**src/sv/ffha_pkg.sv**
```systemverilog
// ----------------------------------------------------------------------------
// ffha_pkg
// Shared types and codes for the first-fit heap allocator.
// ----------------------------------------------------------------------------
`default_nettype none

package ffha_pkg;

   localparam int UNIT_SHIFT = 2;  // 4-byte units

   localparam logic CMD_ALLOC = 1'b0;
   localparam logic CMD_FREE  = 1'b1;

   localparam logic [1:0] ST_OK      = 2'd0;
   localparam logic [1:0] ST_FAIL    = 2'd1;
   localparam logic [1:0] ST_NOMATCH = 2'd2;

   typedef enum logic [1:0] {
      RD_IDX,
      RD_IDX1,
      RD_SH
   } rd_sel_type;

   // controller -> datapath
   typedef struct packed {
      logic       load;
      rd_sel_type rd_sel;
      logic       chk;
      logic       advance;
      logic       a_setup;
      logic       a_keep;
      logic       a_wr1;
      logic       a_wr2;
      logic       append;
      logic       nxt_cap;
      logic       fr_dec;
      logic       sh_up;
      logic       sh_down;
      logic       respond;
      logic [1:0] rsp_status;
      logic       rsp_from_brk;
   } ctl_type;

   // datapath -> controller
   typedef struct packed {
      logic is_free_cmd;
      logic need_zero;
      logic addr_null;
      logic cnt_zero;
      logic hit;
      logic last;
      logic split_ok;
      logic append_ok;
      logic fr_shift;
      logic sh_done;
   } stat_type;

endpackage

`default_nettype wire

```
**src/sv/ffha_ram.sv**
```systemverilog
// ----------------------------------------------------------------------------
// ffha_ram
// Generic one-write one-read RAM with registered read data.
// ----------------------------------------------------------------------------
`default_nettype none

module ffha_ram #(
   parameter int WIDTH = 27,
   parameter int DEPTH = 64
) (
   input  wire logic                     clock,
   input  wire logic                     wr_en,
   input  wire logic [$clog2(DEPTH)-1:0] wr_addr,
   input  wire logic [WIDTH-1:0]         wr_data,
   input  wire logic [$clog2(DEPTH)-1:0] rd_addr,
   output logic      [WIDTH-1:0]         rd_data
);

   logic [WIDTH-1:0] mem_ff [DEPTH];

   always_ff @(posedge clock) begin
      if (wr_en) begin
         mem_ff[wr_addr] <= wr_data;
      end
      rd_data <= mem_ff[rd_addr];
   end

endmodule

`default_nettype wire

```
**src/sv/ffha_dp.sv**
```systemverilog
// ----------------------------------------------------------------------------
// ffha_dp
// Datapath: block table RAM, count and break, scan and merge arithmetic.
// ----------------------------------------------------------------------------
`default_nettype none

module ffha_dp import ffha_pkg::*; #(
   parameter int HEAP_UNITS   = 4096,
   parameter int HEADER_UNITS = 8,
   parameter int MAX_BLOCKS   = 64
) (
   input  wire logic        clock,
   input  wire logic        reset,
   input  wire ctl_type     ctl,
   output stat_type         stat,
   input  wire logic        req_cmd,
   input  wire logic [14:0] req_size_bytes,
   input  wire logic [13:0] req_payload_addr,
   output logic             rsp_strobe,
   output logic [1:0]       rsp_status,
   output logic [13:0]      rsp_result_addr
);

   localparam int UW = $clog2(HEAP_UNITS + 1);
   localparam int IW = $clog2(MAX_BLOCKS);
   localparam int CW = $clog2(MAX_BLOCKS + 1);
   localparam int XW = ((UW > 14) ? UW : 14) + 3;
   localparam int EW = 2 * UW + 1;
   localparam logic [XW-1:0] H_X    = XW'(HEADER_UNITS);
   localparam logic [XW-1:0] HEAP_X = XW'(HEAP_UNITS);
   localparam logic [CW-1:0] MAX_C  = CW'(MAX_BLOCKS);

   logic          cmd_ff;
   logic [13:0]   need_ff;
   logic [13:0]   addr_ff;
   logic [CW-1:0] count_ff, count_in;
   logic [UW-1:0] brk_ff, brk_in;
   logic [IW-1:0] idx_ff;
   logic [IW-1:0] sh_ff, sh_last_ff;
   logic [1:0]    dist_ff;
   logic [UW-1:0] cur_s_ff, cur_u_ff, prv_s_ff, prv_u_ff, nxt_u_ff;
   logic          prv_f_ff, nxt_f_ff;
   logic          rsp_strobe_ff;
   logic [1:0]    rsp_status_ff;
   logic [13:0]   rsp_addr_ff;

   logic          wr_en;
   logic [IW-1:0] wr_addr, rd_addr;
   logic [EW-1:0] wr_data, rd_data;
   logic [UW-1:0] rd_s, rd_u;
   logic          rd_f;

   ffha_ram #(.WIDTH(EW), .DEPTH(MAX_BLOCKS)) u_table (
      .clock   (clock),
      .wr_en   (wr_en),
      .wr_addr (wr_addr),
      .wr_data (wr_data),
      .rd_addr (rd_addr),
      .rd_data (rd_data)
   );

   assign rd_s = rd_data[EW-1 -: UW];
   assign rd_u = rd_data[UW:1];
   assign rd_f = rd_data[0];

   function automatic logic [XW-1:0] pay_x(input logic [UW-1:0] s);
      logic [XW-1:0] t;
      t = (XW'(s) + H_X) << UNIT_SHIFT;
      return t;
   endfunction

   // merge terms for a free
   logic          nf, pf, last;
   logic [XW-1:0] units_k, munits;
   logic [UW-1:0] mstart;
   logic [IW-1:0] j_idx, src0;
   logic [1:0]    r_cnt;
   logic [CW-1:0] c_new;
   logic          tail;
   logic [XW-1:0] pay_sel;

   always_comb begin
      last    = (CW'(idx_ff) + CW'(1)) == count_ff;
      nf      = !last && nxt_f_ff;
      pf      = (idx_ff != '0) && prv_f_ff;
      units_k = nf ? (XW'(cur_u_ff) + H_X + XW'(nxt_u_ff)) : XW'(cur_u_ff);
      munits  = pf ? (XW'(prv_u_ff) + H_X + units_k) : units_k;
      mstart  = pf ? prv_s_ff : cur_s_ff;
      j_idx   = idx_ff - IW'(pf);
      r_cnt   = 2'(nf) + 2'(pf);
      c_new   = count_ff - CW'(r_cnt);
      tail    = (CW'(j_idx) + CW'(1)) == c_new;
      src0    = IW'(CW'(idx_ff) + CW'(nf) + CW'(1));
      pay_sel = pay_x(ctl.rsp_from_brk ? brk_ff : cur_s_ff);
   end

   always_comb begin
      stat.is_free_cmd = (cmd_ff == CMD_FREE);
      stat.need_zero   = (need_ff == '0);
      stat.addr_null   = (addr_ff == '0);
      stat.cnt_zero    = (count_ff == '0);
      stat.last        = last;
      stat.hit         = (cmd_ff == CMD_FREE) ? (pay_x(rd_s) == XW'(addr_ff))
                                              : (rd_f && (XW'(rd_u) >= XW'(need_ff)));
      stat.split_ok    = (XW'(cur_u_ff) >= XW'(need_ff) + H_X + XW'(1))
                         && (count_ff < MAX_C);
      stat.append_ok   = (count_ff < MAX_C)
                         && (XW'(brk_ff) + H_X + XW'(need_ff) <= HEAP_X);
      stat.fr_shift    = !tail && (r_cnt != 2'd0);
      stat.sh_done     = (sh_ff == sh_last_ff);
   end

   // table read address
   always_comb begin
      case (ctl.rd_sel)
         RD_IDX1: rd_addr = idx_ff + IW'(1);
         RD_SH:   rd_addr = sh_ff;
         default: rd_addr = idx_ff;
      endcase
   end

   // table write port, one writer per cycle
   always_comb begin
      wr_en   = 1'b0;
      wr_addr = idx_ff;
      wr_data = '0;
      if (ctl.a_keep) begin
         wr_en   = 1'b1;
         wr_data = {cur_s_ff, cur_u_ff, 1'b0};
      end else if (ctl.a_wr1) begin
         wr_en   = 1'b1;
         wr_addr = idx_ff + IW'(1);
         wr_data = {UW'(XW'(cur_s_ff) + H_X + XW'(need_ff)),
                    UW'(XW'(cur_u_ff) - XW'(need_ff) - H_X), 1'b1};
      end else if (ctl.a_wr2) begin
         wr_en   = 1'b1;
         wr_data = {cur_s_ff, UW'(need_ff), 1'b0};
      end else if (ctl.append) begin
         wr_en   = 1'b1;
         wr_addr = IW'(count_ff);
         wr_data = {brk_ff, UW'(need_ff), 1'b0};
      end else if (ctl.fr_dec && !tail) begin
         wr_en   = 1'b1;
         wr_addr = j_idx;
         wr_data = {mstart, UW'(munits), 1'b1};
      end else if (ctl.sh_up) begin
         wr_en   = 1'b1;
         wr_addr = sh_ff + IW'(1);
         wr_data = rd_data;
      end else if (ctl.sh_down) begin
         wr_en   = 1'b1;
         wr_addr = sh_ff - IW'(dist_ff);
         wr_data = rd_data;
      end
   end

   always_comb begin
      count_in = count_ff;
      brk_in   = brk_ff;
      if (ctl.a_wr2) begin
         count_in = count_ff + CW'(1);
      end else if (ctl.append) begin
         count_in = count_ff + CW'(1);
         brk_in   = UW'(XW'(brk_ff) + H_X + XW'(need_ff));
      end else if (ctl.fr_dec) begin
         if (tail) begin
            count_in = c_new - CW'(1);
            brk_in   = mstart;
         end else begin
            count_in = c_new;
         end
      end
   end

   always_ff @(posedge clock) begin
      if (reset) begin
         count_ff      <= '0;
         brk_ff        <= '0;
         rsp_strobe_ff <= 1'b0;
      end else begin
         count_ff      <= count_in;
         brk_ff        <= brk_in;
         rsp_strobe_ff <= ctl.respond;
      end
      if (ctl.load) begin
         cmd_ff  <= req_cmd;
         need_ff <= 14'((16'(req_size_bytes) + 16'd3) >> UNIT_SHIFT);
         addr_ff <= req_payload_addr;
         idx_ff  <= '0;
      end
      if (ctl.chk) begin
         cur_s_ff <= rd_s;
         cur_u_ff <= rd_u;
      end
      if (ctl.advance) begin
         prv_s_ff <= rd_s;
         prv_u_ff <= rd_u;
         prv_f_ff <= rd_f;
         idx_ff   <= idx_ff + IW'(1);
      end
      if (ctl.nxt_cap) begin
         nxt_u_ff <= rd_u;
         nxt_f_ff <= rd_f;
      end
      if (ctl.a_setup) begin
         sh_ff      <= IW'(count_ff - CW'(1));
         sh_last_ff <= idx_ff + IW'(1);
      end else if (ctl.fr_dec) begin
         sh_ff      <= src0;
         sh_last_ff <= IW'(count_ff - CW'(1));
         dist_ff    <= r_cnt;
      end else if (ctl.sh_up) begin
         sh_ff <= sh_ff - IW'(1);
      end else if (ctl.sh_down) begin
         sh_ff <= sh_ff + IW'(1);
      end
      if (ctl.respond) begin
         rsp_status_ff <= ctl.rsp_status;
         rsp_addr_ff   <= (ctl.rsp_status == ST_OK && cmd_ff == CMD_ALLOC)
                          ? pay_sel[13:0] : 14'd0;
      end
   end

   assign rsp_strobe      = rsp_strobe_ff;
   assign rsp_status      = rsp_status_ff;
   assign rsp_result_addr = rsp_addr_ff;

endmodule

`default_nettype wire

```
**src/sv/ffha_ctrl.sv**
```systemverilog
// ----------------------------------------------------------------------------
// ffha_ctrl
// Controller: sequences scan, split, append, merge and table shifts.
// ----------------------------------------------------------------------------
`default_nettype none

module ffha_ctrl import ffha_pkg::*; (
   input  wire logic     clock,
   input  wire logic     reset,
   input  wire logic     start,
   output logic          busy,
   input  wire stat_type stat,
   output ctl_type       ctl
);

   typedef enum logic [3:0] {
      S_IDLE,
      S_DECODE,
      S_SC_RD,
      S_SC_CHK,
      S_A_HIT,
      S_SHU_RD,
      S_SHU_WR,
      S_A_WR1,
      S_A_WR2,
      S_APPEND,
      S_FR_NRD,
      S_FR_NCAP,
      S_FR_DEC,
      S_SHD_RD,
      S_SHD_WR
   } state_type;

   state_type state_ff, state_in;
   logic      busy_ff;

   always_comb begin
      ctl      = '0;
      state_in = state_ff;
      unique case (state_ff)
         S_IDLE: begin
            if (start) begin
               ctl.load = 1'b1;
               state_in = S_DECODE;
            end
         end
         S_DECODE: begin
            if (!stat.is_free_cmd) begin
               if (stat.need_zero) begin
                  ctl.respond    = 1'b1;
                  ctl.rsp_status = ST_FAIL;
                  state_in       = S_IDLE;
               end else if (stat.cnt_zero) begin
                  state_in = S_APPEND;
               end else begin
                  state_in = S_SC_RD;
               end
            end else if (stat.addr_null) begin
               ctl.respond = 1'b1;
               state_in    = S_IDLE;
            end else if (stat.cnt_zero) begin
               ctl.respond    = 1'b1;
               ctl.rsp_status = ST_NOMATCH;
               state_in       = S_IDLE;
            end else begin
               state_in = S_SC_RD;
            end
         end
         S_SC_RD: begin
            ctl.rd_sel = RD_IDX;
            state_in   = S_SC_CHK;
         end
         S_SC_CHK: begin
            ctl.chk = 1'b1;
            if (stat.hit) begin
               if (!stat.is_free_cmd) begin
                  state_in = S_A_HIT;
               end else if (stat.last) begin
                  state_in = S_FR_DEC;
               end else begin
                  state_in = S_FR_NRD;
               end
            end else if (stat.last) begin
               if (!stat.is_free_cmd) begin
                  state_in = S_APPEND;
               end else begin
                  ctl.respond    = 1'b1;
                  ctl.rsp_status = ST_NOMATCH;
                  state_in       = S_IDLE;
               end
            end else begin
               ctl.advance = 1'b1;
               state_in    = S_SC_RD;
            end
         end
         S_A_HIT: begin
            ctl.a_setup = 1'b1;
            if (stat.split_ok) begin
               state_in = stat.last ? S_A_WR1 : S_SHU_RD;
            end else begin
               ctl.a_keep  = 1'b1;
               ctl.respond = 1'b1;
               state_in    = S_IDLE;
            end
         end
         S_SHU_RD: begin
            ctl.rd_sel = RD_SH;
            state_in   = S_SHU_WR;
         end
         S_SHU_WR: begin
            ctl.sh_up = 1'b1;
            state_in  = stat.sh_done ? S_A_WR1 : S_SHU_RD;
         end
         S_A_WR1: begin
            ctl.a_wr1 = 1'b1;
            state_in  = S_A_WR2;
         end
         S_A_WR2: begin
            ctl.a_wr2   = 1'b1;
            ctl.respond = 1'b1;
            state_in    = S_IDLE;
         end
         S_APPEND: begin
            ctl.respond = 1'b1;
            if (stat.append_ok) begin
               ctl.append       = 1'b1;
               ctl.rsp_from_brk = 1'b1;
            end else begin
               ctl.rsp_status = ST_FAIL;
            end
            state_in = S_IDLE;
         end
         S_FR_NRD: begin
            ctl.rd_sel = RD_IDX1;
            state_in   = S_FR_NCAP;
         end
         S_FR_NCAP: begin
            ctl.nxt_cap = 1'b1;
            state_in    = S_FR_DEC;
         end
         S_FR_DEC: begin
            ctl.fr_dec = 1'b1;
            if (stat.fr_shift) begin
               state_in = S_SHD_RD;
            end else begin
               ctl.respond = 1'b1;
               state_in    = S_IDLE;
            end
         end
         S_SHD_RD: begin
            ctl.rd_sel = RD_SH;
            state_in   = S_SHD_WR;
         end
         S_SHD_WR: begin
            ctl.sh_down = 1'b1;
            if (stat.sh_done) begin
               ctl.respond = 1'b1;
               state_in    = S_IDLE;
            end else begin
               state_in = S_SHD_RD;
            end
         end
         default: begin
            state_in = S_IDLE;
         end
      endcase
   end

   always_ff @(posedge clock) begin
      if (reset) begin
         state_ff <= S_IDLE;
         busy_ff  <= 1'b0;
      end else begin
         state_ff <= state_in;
         busy_ff  <= (state_in != S_IDLE);
      end
   end

   assign busy = busy_ff;

endmodule

`default_nettype wire

```
**src/sv/first_fit_heap_allocator.sv**
```systemverilog
// ----------------------------------------------------------------------------
// first_fit_heap_allocator
// First-fit heap allocator with block split, neighbor merge and break
// handling over an address-ordered block table.
// ----------------------------------------------------------------------------
// Usage:
//   Raise start with req_cmd / req_size_bytes / req_payload_addr; the
//   transaction is taken on the edge where start is high and busy is low.
//   busy drops on the edge that raises rsp_strobe. The answer appears on
//   rsp_status / rsp_result_addr for exactly one cycle, flagged by
//   rsp_strobe; the receiver cannot hold it off. The next transaction may be
//   presented in the same cycle that rsp_strobe is high.
// Sequence from accept to rsp_strobe high:
//   decode, then per entry scanned a registered table read and a compare,
//   per entry moved when a split opens a slot or a merge closes one a read
//   and a write, then the update. Scan and move cover opposite ends of the
//   table, so the slowest case is a free merging into its left neighbor. A
//   zero-size alloc, a null free or a free on an empty heap answers from
//   decode, an alloc on an empty heap from the append step after it. A new
//   transaction is taken only once the last has answered and busy is low.
// Reset:
//   Clears the block count and the break (empty heap); table contents are
//   not cleared, only entries below the count are ever read.
// ----------------------------------------------------------------------------
`default_nettype none

module first_fit_heap_allocator import ffha_pkg::*; #(
   parameter int HEAP_UNITS   = 4096,
   parameter int HEADER_UNITS = 8,
   parameter int MAX_BLOCKS   = 64
) (
   input  wire logic        clock,
   input  wire logic        reset,
   input  wire logic        start,
   output logic             busy,
   input  wire logic        req_cmd,
   input  wire logic [14:0] req_size_bytes,
   input  wire logic [13:0] req_payload_addr,
   output logic             rsp_strobe,
   output logic [1:0]       rsp_status,
   output logic [13:0]      rsp_result_addr
);

   ctl_type  ctl;   // controller commands
   stat_type stat;  // datapath conditions

   ffha_ctrl u_ctrl (
      .clock (clock),
      .reset (reset),
      .start (start),
      .busy  (busy),
      .stat  (stat),
      .ctl   (ctl)
   );

   ffha_dp #(
      .HEAP_UNITS   (HEAP_UNITS),
      .HEADER_UNITS (HEADER_UNITS),
      .MAX_BLOCKS   (MAX_BLOCKS)
   ) u_dp (
      .clock            (clock),
      .reset            (reset),
      .ctl              (ctl),
      .stat             (stat),
      .req_cmd          (req_cmd),
      .req_size_bytes   (req_size_bytes),
      .req_payload_addr (req_payload_addr),
      .rsp_strobe       (rsp_strobe),
      .rsp_status       (rsp_status),
      .rsp_result_addr  (rsp_result_addr)
   );

   // an accepted transaction always raises busy
   a_accept_busy: assert property (@(posedge clock) disable iff (reset)
      start && !busy |=> busy)
      else $error("accepted transaction did not raise busy");

   // an answer only follows work in progress
   a_rsp_after_busy: assert property (@(posedge clock) disable iff (reset)
      rsp_strobe |-> $past(busy))
      else $error("response without a transaction in progress");

   // one answer per transaction, never on back-to-back cycles
   a_rsp_single: assert property (@(posedge clock) disable iff (reset)
      rsp_strobe |=> !rsp_strobe)
      else $error("response strobe held for two cycles");

   // failures and mismatches carry a null address
   a_fail_null: assert property (@(posedge clock) disable iff (reset)
      rsp_strobe && rsp_status != ST_OK |-> rsp_result_addr == 14'd0)
      else $error("non-ok response with nonzero address");

endmodule

`default_nettype wire

```
**config.mk**
```make
export PLATFORM = sky130hd
export DESIGN_NAME = first_fit_heap_allocator
export DESIGN_NICKNAME = d
export VERILOG_FILES = /design/src/sv/ffha_pkg.sv /design/src/sv/ffha_ram.sv /design/src/sv/ffha_dp.sv /design/src/sv/ffha_ctrl.sv /design/src/sv/first_fit_heap_allocator.sv
export SDC_FILE = /design/constraint.sdc
export NUM_CORES = 2
export LEC_CHECK = 0
export BUFFER_PORTS_ARGS = -buffer_cell sky130_fd_sc_hd__buf_2
export CAP_MARGIN = 20
export CORE_MARGIN = 3
export CORE_UTILIZATION = 45
export DETAILED_ROUTE_END_ITERATION = 8
export GPL_TIMING_DRIVEN = 0
export PLACE_DENSITY = 0.62
export SLEW_MARGIN = 20
export SYNTH_ARGS = -nofsm -noshare
export SYNTH_HDL_FRONTEND = slang
export SYNTH_HIERARCHICAL = 1
export SYNTH_SLANG_ARGS = --single-unit
```
**constraint.sdc**
```tcl
create_clock -name clock -period 9.1 [get_ports clock]
set_input_delay 0.91 -clock clock [delete_from_list [all_inputs] [get_ports clock]]
set_output_delay 0.91 -clock clock [all_outputs]
set_load 0.02 [all_outputs]
```
# Word-level counts from Yosys, hierarchy flattened
# Memory sizes are Yosys's and may differ from the RTL's. A register that Yosys moved wholly into a read port is not among the register bits.
# Cells that the tools add are included.
[word_totals]
ram_bits = 1728
wordCells = 197
reg_bits = 158
output_inout_bits = 18
memories = 1
[mem_list]
columns = ["memory", "depth", "word_bits", "read_ports", "rd_clocked_by_memory_dff", "wr", "line", "source"]
rows = [
  ["u_dp.u_table.mem_ff", 64, 27, 1, 1, 1, "ffha_ram.sv:19", "logic [WIDTH-1:0] mem_ff [DEPTH];"],
]
[op_classes]
n_reduce_logical = 28
n_mux = 90
n_lt_le_gt_ge = 4
bitwise_logic = 3
addsub = 29
n_eq_ne = 20
[ops]
columns = ["op", "n"]
rows = [
  ["$mux W27", 7],
  ["$mux W6", 15],
  ["$mux W13", 6],
  ["$pmux W4 S13", 1],
  ["$mux W4", 11],
  ["$add A13 B13 Y13", 3],
  ["$add A13 B4 Y13 const B", 3],
  ["$add A13 B4 Y14 const B", 2],
  ["$eq A4 B4 Y1 const B", 7],
  ["$logic_not A14 Y1", 2],
  ["$mux W7", 4],
  ["$mux W1", 27],
  ["$mux W3", 7],
  ["$add A6 B1 Y6 const B", 3],
  ["$add A17 B1 Y17 const B", 1],
  ["$eq A17 B14 Y1", 1],
  ["$ge A13 B17 Y1", 1],
  ["$le A17 B13 Y1 const B", 1],
  ["$add A15 B2 Y16 const B", 1],
  ["$eq A4 B3 Y1 const B", 4],
  ["$add A14 B14 Y15", 1],
  ["$add A14 B4 Y15 const B", 1],
  ["$add A6 B1 Y7 const B", 2],
  ["$eq A7 B7 Y1", 2],
  ["other kinds (37)", 61],
]

# Logic depth before layout (Yosys ltp)
[depth]
ltp_word = 16
mapped_depth = 27
mapped_depth_nobuf = 23

# Cells and area by module
# Netlist, hierarchy kept.
[by_module_without_submodules]
columns = ["mod", "area_each_um2", "instances", "cells_per_inst"]
rows = [
  ["ffha_ram", 66598.9, 1, 2990],
  ["ffha_dp", 13716.9, 1, 1504],
  ["ffha_ctrl", 704.4, 1, 92],
]

# Least setup slack after synthesis
# OpenSTA, ideal clock, no wires.
[synth_timing]
kind = "reg2reg"
from = "reg u_dp.idx_ff[0]"
to = "mem u_dp.u_table.mem_ff[0][20], data pin"
stages_incl_launch_ff = 22
path_slack_ns = 0.795
arrival_ns = 7.552
period_less_slack_ns = 8.305
t_required_ns = 8.347
cell_sequence = "edfxtp_1 clkbuf_1 inv_1 nor3_1 xnor2_1 xnor2_1 o41ai_4 buf_2 inv_1 ha_1 inv_1 ha_1 nor2b_1 or4_4 a211o_1 a211oi_2 o211ai_2 a22oi_2 and3_1 clkbuf_1 a21oi_1 a222oi_1"
[synth_via]
elab_chain_len = 14
[synth_rtl]
columns = ["item", "line", "source"]
rows = [
  ["start: declaration", "ffha_dp.sv:38", "logic [IW-1:0] idx_ff;"],
  ["start signal: assignment", "ffha_dp.sv:199", "idx_ff <= idx_ff + IW'(1);"],
  ["$add A6 B1 Y7", "ffha_dp.sv:83", "last = (CW'(idx_ff) + CW'(1)) == count_ff;"],
  ["$eq A7 B7 Y1", "ffha_dp.sv:83", ""],
  ["$logic_not A1 Y1", "ffha_dp.sv:84", "nf = !last && nxt_f_ff;"],
  ["$logic_and A1 B1 Y1", "ffha_dp.sv:84", ""],
  ["$add A1 B1 Y2 *", "ffha_dp.sv:90", "r_cnt = 2'(nf) + 2'(pf);"],
  ["via u_dp.r_cnt[1]", "ffha_dp.sv:77", "logic [1:0] r_cnt;"],
  ["$sub A7 B2 Y7 *", "ffha_dp.sv:91", "c_new = count_ff - CW'(r_cnt);"],
  ["$eq A7 B7 Y1 *", "ffha_dp.sv:92", "tail = (CW'(j_idx) + CW'(1)) == c_new;"],
  ["$logic_not A1 Y1 *", "ffha_dp.sv:142", "end else if (ctl.fr_dec && !tail) begin"],
  ["$logic_and A1 B1 Y1 *", "ffha_dp.sv:142", ""],
  ["$mux W27 *", "ffha_dp.sv:142", ""],
  ["$mux W27 *", "ffha_dp.sv:138", "end else if (ctl.append) begin"],
  ["$mux W27 *", "ffha_dp.sv:135", "end else if (ctl.a_wr2) begin"],
  ["$mux W27 *", "ffha_dp.sv:130", "end else if (ctl.a_wr1) begin"],
  ["$mux W27 *", "ffha_dp.sv:127", "if (ctl.a_keep) begin"],
  ["via u_dp.wr_data[20]", "ffha_dp.sv:49", "logic [EW-1:0] wr_data, rd_data;"],
  ["end: declaration", "ffha_ram.sv:19", ""],
]
# The timed path passes the listed nets; every way through them passes the cells marked *.

# Worst setup path in the final report
[layout_timing]
from = "reg u_dp.idx_ff[1]"
to = "mem u_dp.u_table.mem_ff[63][16] (enable)"
[layout_lines]
columns = ["item", "line", "source"]
rows = [
  ["$add A6 B1 Y7", "ffha_dp.sv:83", ""],
  ["$eq A7 B7 Y1", "ffha_dp.sv:83", ""],
  ["$logic_not A1 Y1", "ffha_dp.sv:84", ""],
  ["$logic_and A1 B1 Y1", "ffha_dp.sv:84", ""],
  ["$add A1 B1 Y2 *", "ffha_dp.sv:90", ""],
  ["via u_dp.r_cnt[0]", "ffha_dp.sv:77", ""],
  ["$sub A7 B2 Y7 *", "ffha_dp.sv:91", ""],
  ["$eq A7 B7 Y1 *", "ffha_dp.sv:92", ""],
  ["$logic_not A1 Y1 *", "ffha_dp.sv:142", ""],
  ["$logic_and A1 B1 Y1 *", "ffha_dp.sv:142", ""],
  ["$mux W6 *", "ffha_dp.sv:142", ""],
  ["$mux W6 *", "ffha_dp.sv:138", ""],
  ["$mux W6 *", "ffha_dp.sv:135", ""],
  ["$mux W6 *", "ffha_dp.sv:130", ""],
  ["$mux W6 *", "ffha_dp.sv:127", ""],
  ["via u_dp.wr_addr[5]", "ffha_dp.sv:48", "logic [IW-1:0] wr_addr, rd_addr;"],
]
# Marked as above.

==> impl_metrics.csv <==
group,metric,value,unit
outcome,run_status,"finished clean",
critical_path,worst_setup_start_kind,"flop",
placement,port_buffers,48,
clocking,cts_made_buffers,191,
clocking,cts-htree-levels,4,
logic_synthesis,yosysWarnings,6,
critical_path,setup.worst_path.end_class,"flop",
drt,detailedRoute.firstPassIterationCount,6,
timing,worst_slew_margin_rel,14.99,%
clocking,numClockSinks,1911,
placement,dp.final_hpwl,164300,um
drt,routed.top_layer,"met4",
drt,dr_wl_met3,19330,um
timing,timing.fmax,0.1122,GHz
drt,routedWlPerCell,30.64,um
logic_synthesis,synth-edff-count,1858,
die,fp.dieH,430.3,um
grt,grt_antenna_before_repair,11,
timing,postLayoutSetupSlackWorst,183.9,ps
power_and_ir_drop,power.density_cell_area,209.5,mW/mm^2
logic_synthesis,syn_area,0.08102,mm^2
worst_hold_path,worstHoldPathType,"in -> reg",
grt,global_route_usage_over_all_layers,25.00,%
power_and_ir_drop,sequentialPowerShare,49.6,%
logic_synthesis,postSynthCellCount,4586,
timing,finalCritPeriodShare,97.98,%
timing,worst-slew-pin-transition,1264,ps
die,floorplan.initialDensity,45.36,%
grt,grt_max_degree,54,
power_and_ir_drop,worst_ir_drop_vdd,0.2348,mV
logic_synthesis,top_area_cells_in_the_synthesized_netlist,"edfxtp_1 (69%), mux4_2 (9.7%), mux2i_1 (4.0%)",
final_layout,layout.cell_area.non_filler,0.09549,mm^2
die,design.core.area,0.1786,mm^2
drt,met2RoutedLength,111900,um
clocking,tritoncts,"done",
timing,timing.final.setup_violations,0,
critical_path,path_max_fanout,19,
logic_synthesis,synth_area_per_cell,17.67,um^2
power_and_ir_drop,part_of_the_power_in_combinational_logic,11.4,%
clocking,clk_path_buf_depth,3,
timing,final.setup_skew,62.62,ps
logic_synthesis,synth_cell_types,99,
clocking,clkTransAtPathRegs,60,ps
power_and_ir_drop,internal_power,0.01504,W
logic_synthesis,yosysSeqAreaShare,70.17,%
final_layout,post_route_cells_drive_above_1_share,23.06,%
die,die-area,0.1852,mm^2
drt,routed_wl,233100,um
logic_synthesis,synth_top_area_share,68.86,%
critical_path,cp_data_required_time,9630,ps
drt,drt_first_iter_violations,5341,
power_and_ir_drop,pwr-share-clk,39.0,%
final_layout,mostFrequentLayoutCell,"edfxtp_1",
placement,dp_worst_setup_slack,-1192,ps
logic_synthesis,post-synth-top-area-cell,"edfxtp_1",
final_layout,layout_common_cells,"edfxtp_1 (1858), mux4_2 (349), mux2i_1 (320)",
power_and_ir_drop,swShare,24.80,%
placement,globalplace.congestion,0.9369,
run,maxCapViolCount,0,
drt,wirelength_met1,91320,um
critical_path,timing.reg2reg.setup_slack,180,ps
power_and_ir_drop,power_leakage,33.02,nW
grt,vias_in_the_first_global_route,44980,
logic_synthesis,synth.ff_latch_count,1911,
timing,final.min_clock_period,8916,ps
clocking,clock_root_buffer,"clkbuf_16",
clocking,insertion_delay,840,ps
logic_synthesis,postSynth.topFlopCell,"edfxtp_1",
placement,detailed_place.area,0.08821,mm^2
final_layout,layout.nets,5295,
timing,hold_viol_final,0,
drt,vias_per_cell,6.058,
die,floorplan.die.width,430.3,um
grt,global_route.overflow_total,0,
die,row_count,155,
critical_path,setup.worst_path.class,"reg -> reg",
die,io_pins,51,
power_and_ir_drop,total_switching_power,0.004961,W
drt,post-route-drc-count,0,
logic_synthesis,synth_async_sr_flop_share,0,%
drt,detail_route_antenna_nets,0,
timing,final_max_slew_viol_count,0,
critical_path,worst_ep_arrival_time,9440,ps
final_layout,synthToLayoutAreaGrowth,17.86,%
grt,grt_first_pass_wirelength,331300,um
drt,via_count,46090,
[layer usage]
layer  track usage, %  vias to the layer above
met2            40.43                     2069
met4            10.10                        0
li1                 -                    19610
met3            4.875                      432
met5                0                        -
met1            33.49                    23990
[cell type report]
class,instances,area (um^2)
sequential,1911,56850
multi-input combinational,2309,23390
antenna,6,15.01
tap,2355,2947
fill,13910,83120
timing repair buffer,308,4328
buffer,252,1303
clock buffer,244,5051
inverter,113,424.2
clock inverter,110,1180
[cell usage after synthesis (17+ instances only)]
library cell and count:
edfxtp_1 1858, mux4_2 349, mux2i_1 320, nor2_1 215
ha_1 169, o21ai_0 131, clkbuf_1 116, a22oi_1 114
inv_1 108, a21oi_1 106, xnor2_1 97, nand2_1 92
o22ai_1 83, a31oi_1 64, buf_2 61, dfxtp_1 53
buf_4 49, xor2_1 49, nand3_1 48, a21o_1 43
and3_1 39, nor3_1 39, o31ai_1 35, nor2b_1 25
nand4_1 20, nand2b_1 19, a211oi_1 18, buf_1 17
[final timing paths]
kind,startpoint,end,cells past startpoint
setup / recovery,u_dp/idx_ff[1],u_dp/u_table/mem_ff[63][16],27
hold / removal,req_payload_addr[5],u_dp/addr_ff[5],1
setup reg to reg,u_dp/idx_ff[1],u_dp/u_table/mem_ff[63][16],27
hold reg to reg,u_dp/brk_ff[12],u_dp/brk_ff[12],2
[metrics by stage]
stage	total power [W]	utilization, %	setup TNS [ps]	std cells	hold WS [ps]
2_1_floorplan	0.01134	-	0	4587	447.2
3_3_place_gp	0.01224	47.15	-	6990	499.1
3_5_place_dp	0.01234	49.39	-1315640	7159	527.4
4_1_cts	0.02011	53.19	0	7557	228.3
5_1_grt	0.02061	53.46	-4474	7603	253.1
6_report	0.02000	53.46	0	7608	291.9
[logic make-up (layout without fill, tap and decap cells)]
kind of cell / after synthesis / in the layout / synth area share [%]
multiplexers: 678 / 678 / 13.78
flip-flops: 1911 / 1911 / 70.17
other: 1 / 8 / 0.004628
AND/OR/NAND/NOR: 585 / 585 / 3.577
adder cells (fa/ha/maj): 176 / 176 / 2.783
buffers and inverters: 367 / 1027 / 2.123
AO/OA/AOI/OAI: 720 / 720 / 5.926
XOR/XNOR: 148 / 148 / 1.634
[power groups by stage]
stage / clock network [W] / logic [W] / registers, W
floorplan: 0 / 0.00132 / 0.0100
global placement: 0 / 0.00209 / 0.0101
detailed placement: 0 / 0.00224 / 0.0101
CTS: 0.00794 / 0.00226 / 0.00991
global route: 0.00830 / 0.00240 / 0.00991
finish: 0.00781 / 0.00228 / 0.00992
[repair_timing]
action / in CTS / in global routing
gates resized for setup: 12 / 13
buffers inserted: 44 / 47
pin swaps: 18 / 22
hold buffers: 0 / 0
endpoints found under the setup margin: 1728 / 1414
[state kept, by name, summed over array words and instances, names as in the netlist, 4 cells and up]
signal and flops:
u_dp/cur_u_ff 13, u_dp/sh_ff 6, u_dp/need_ff 14, u_dp/prv_u_ff 13, u_dp/sh_last_ff 6, u_ctrl/state_ff 4, u_dp/cur_s_ff 13, u_dp/prv_s_ff 13
u_dp/nxt_u_ff 13, u_dp/u_table/rd_data 27, u_dp/u_table/mem_ff 1728, u_dp/count_ff 7, u_dp/idx_ff 6, u_dp/addr_ff 14, u_dp/brk_ff 13, u_dp/rsp_result_addr 12
[worst max-delay path: stages, from the launching register on]
cell and delay, ps:
edfxtp_1 530, ha_1 390, nand3_1 220, and2_1 260, nor2_1 360, xnor2_1 220
o41ai_4 360, buf_4 200, buf_2 380, inv_1 90, ha_1 330, ha_1 200
inv_1 60, fa_1 510, xor2_1 280, xor2_1 220, xnor2_1 90, nor3_1 160
o211ai_1 240, a22oi_2 310, buf_4 240, buf_2 360, o211ai_1 270, a31oi_2 580
clkbuf_1 470, nand3_2 480, nor2_4 540, buf_16 230
Power figures use the tool's default switching activity.
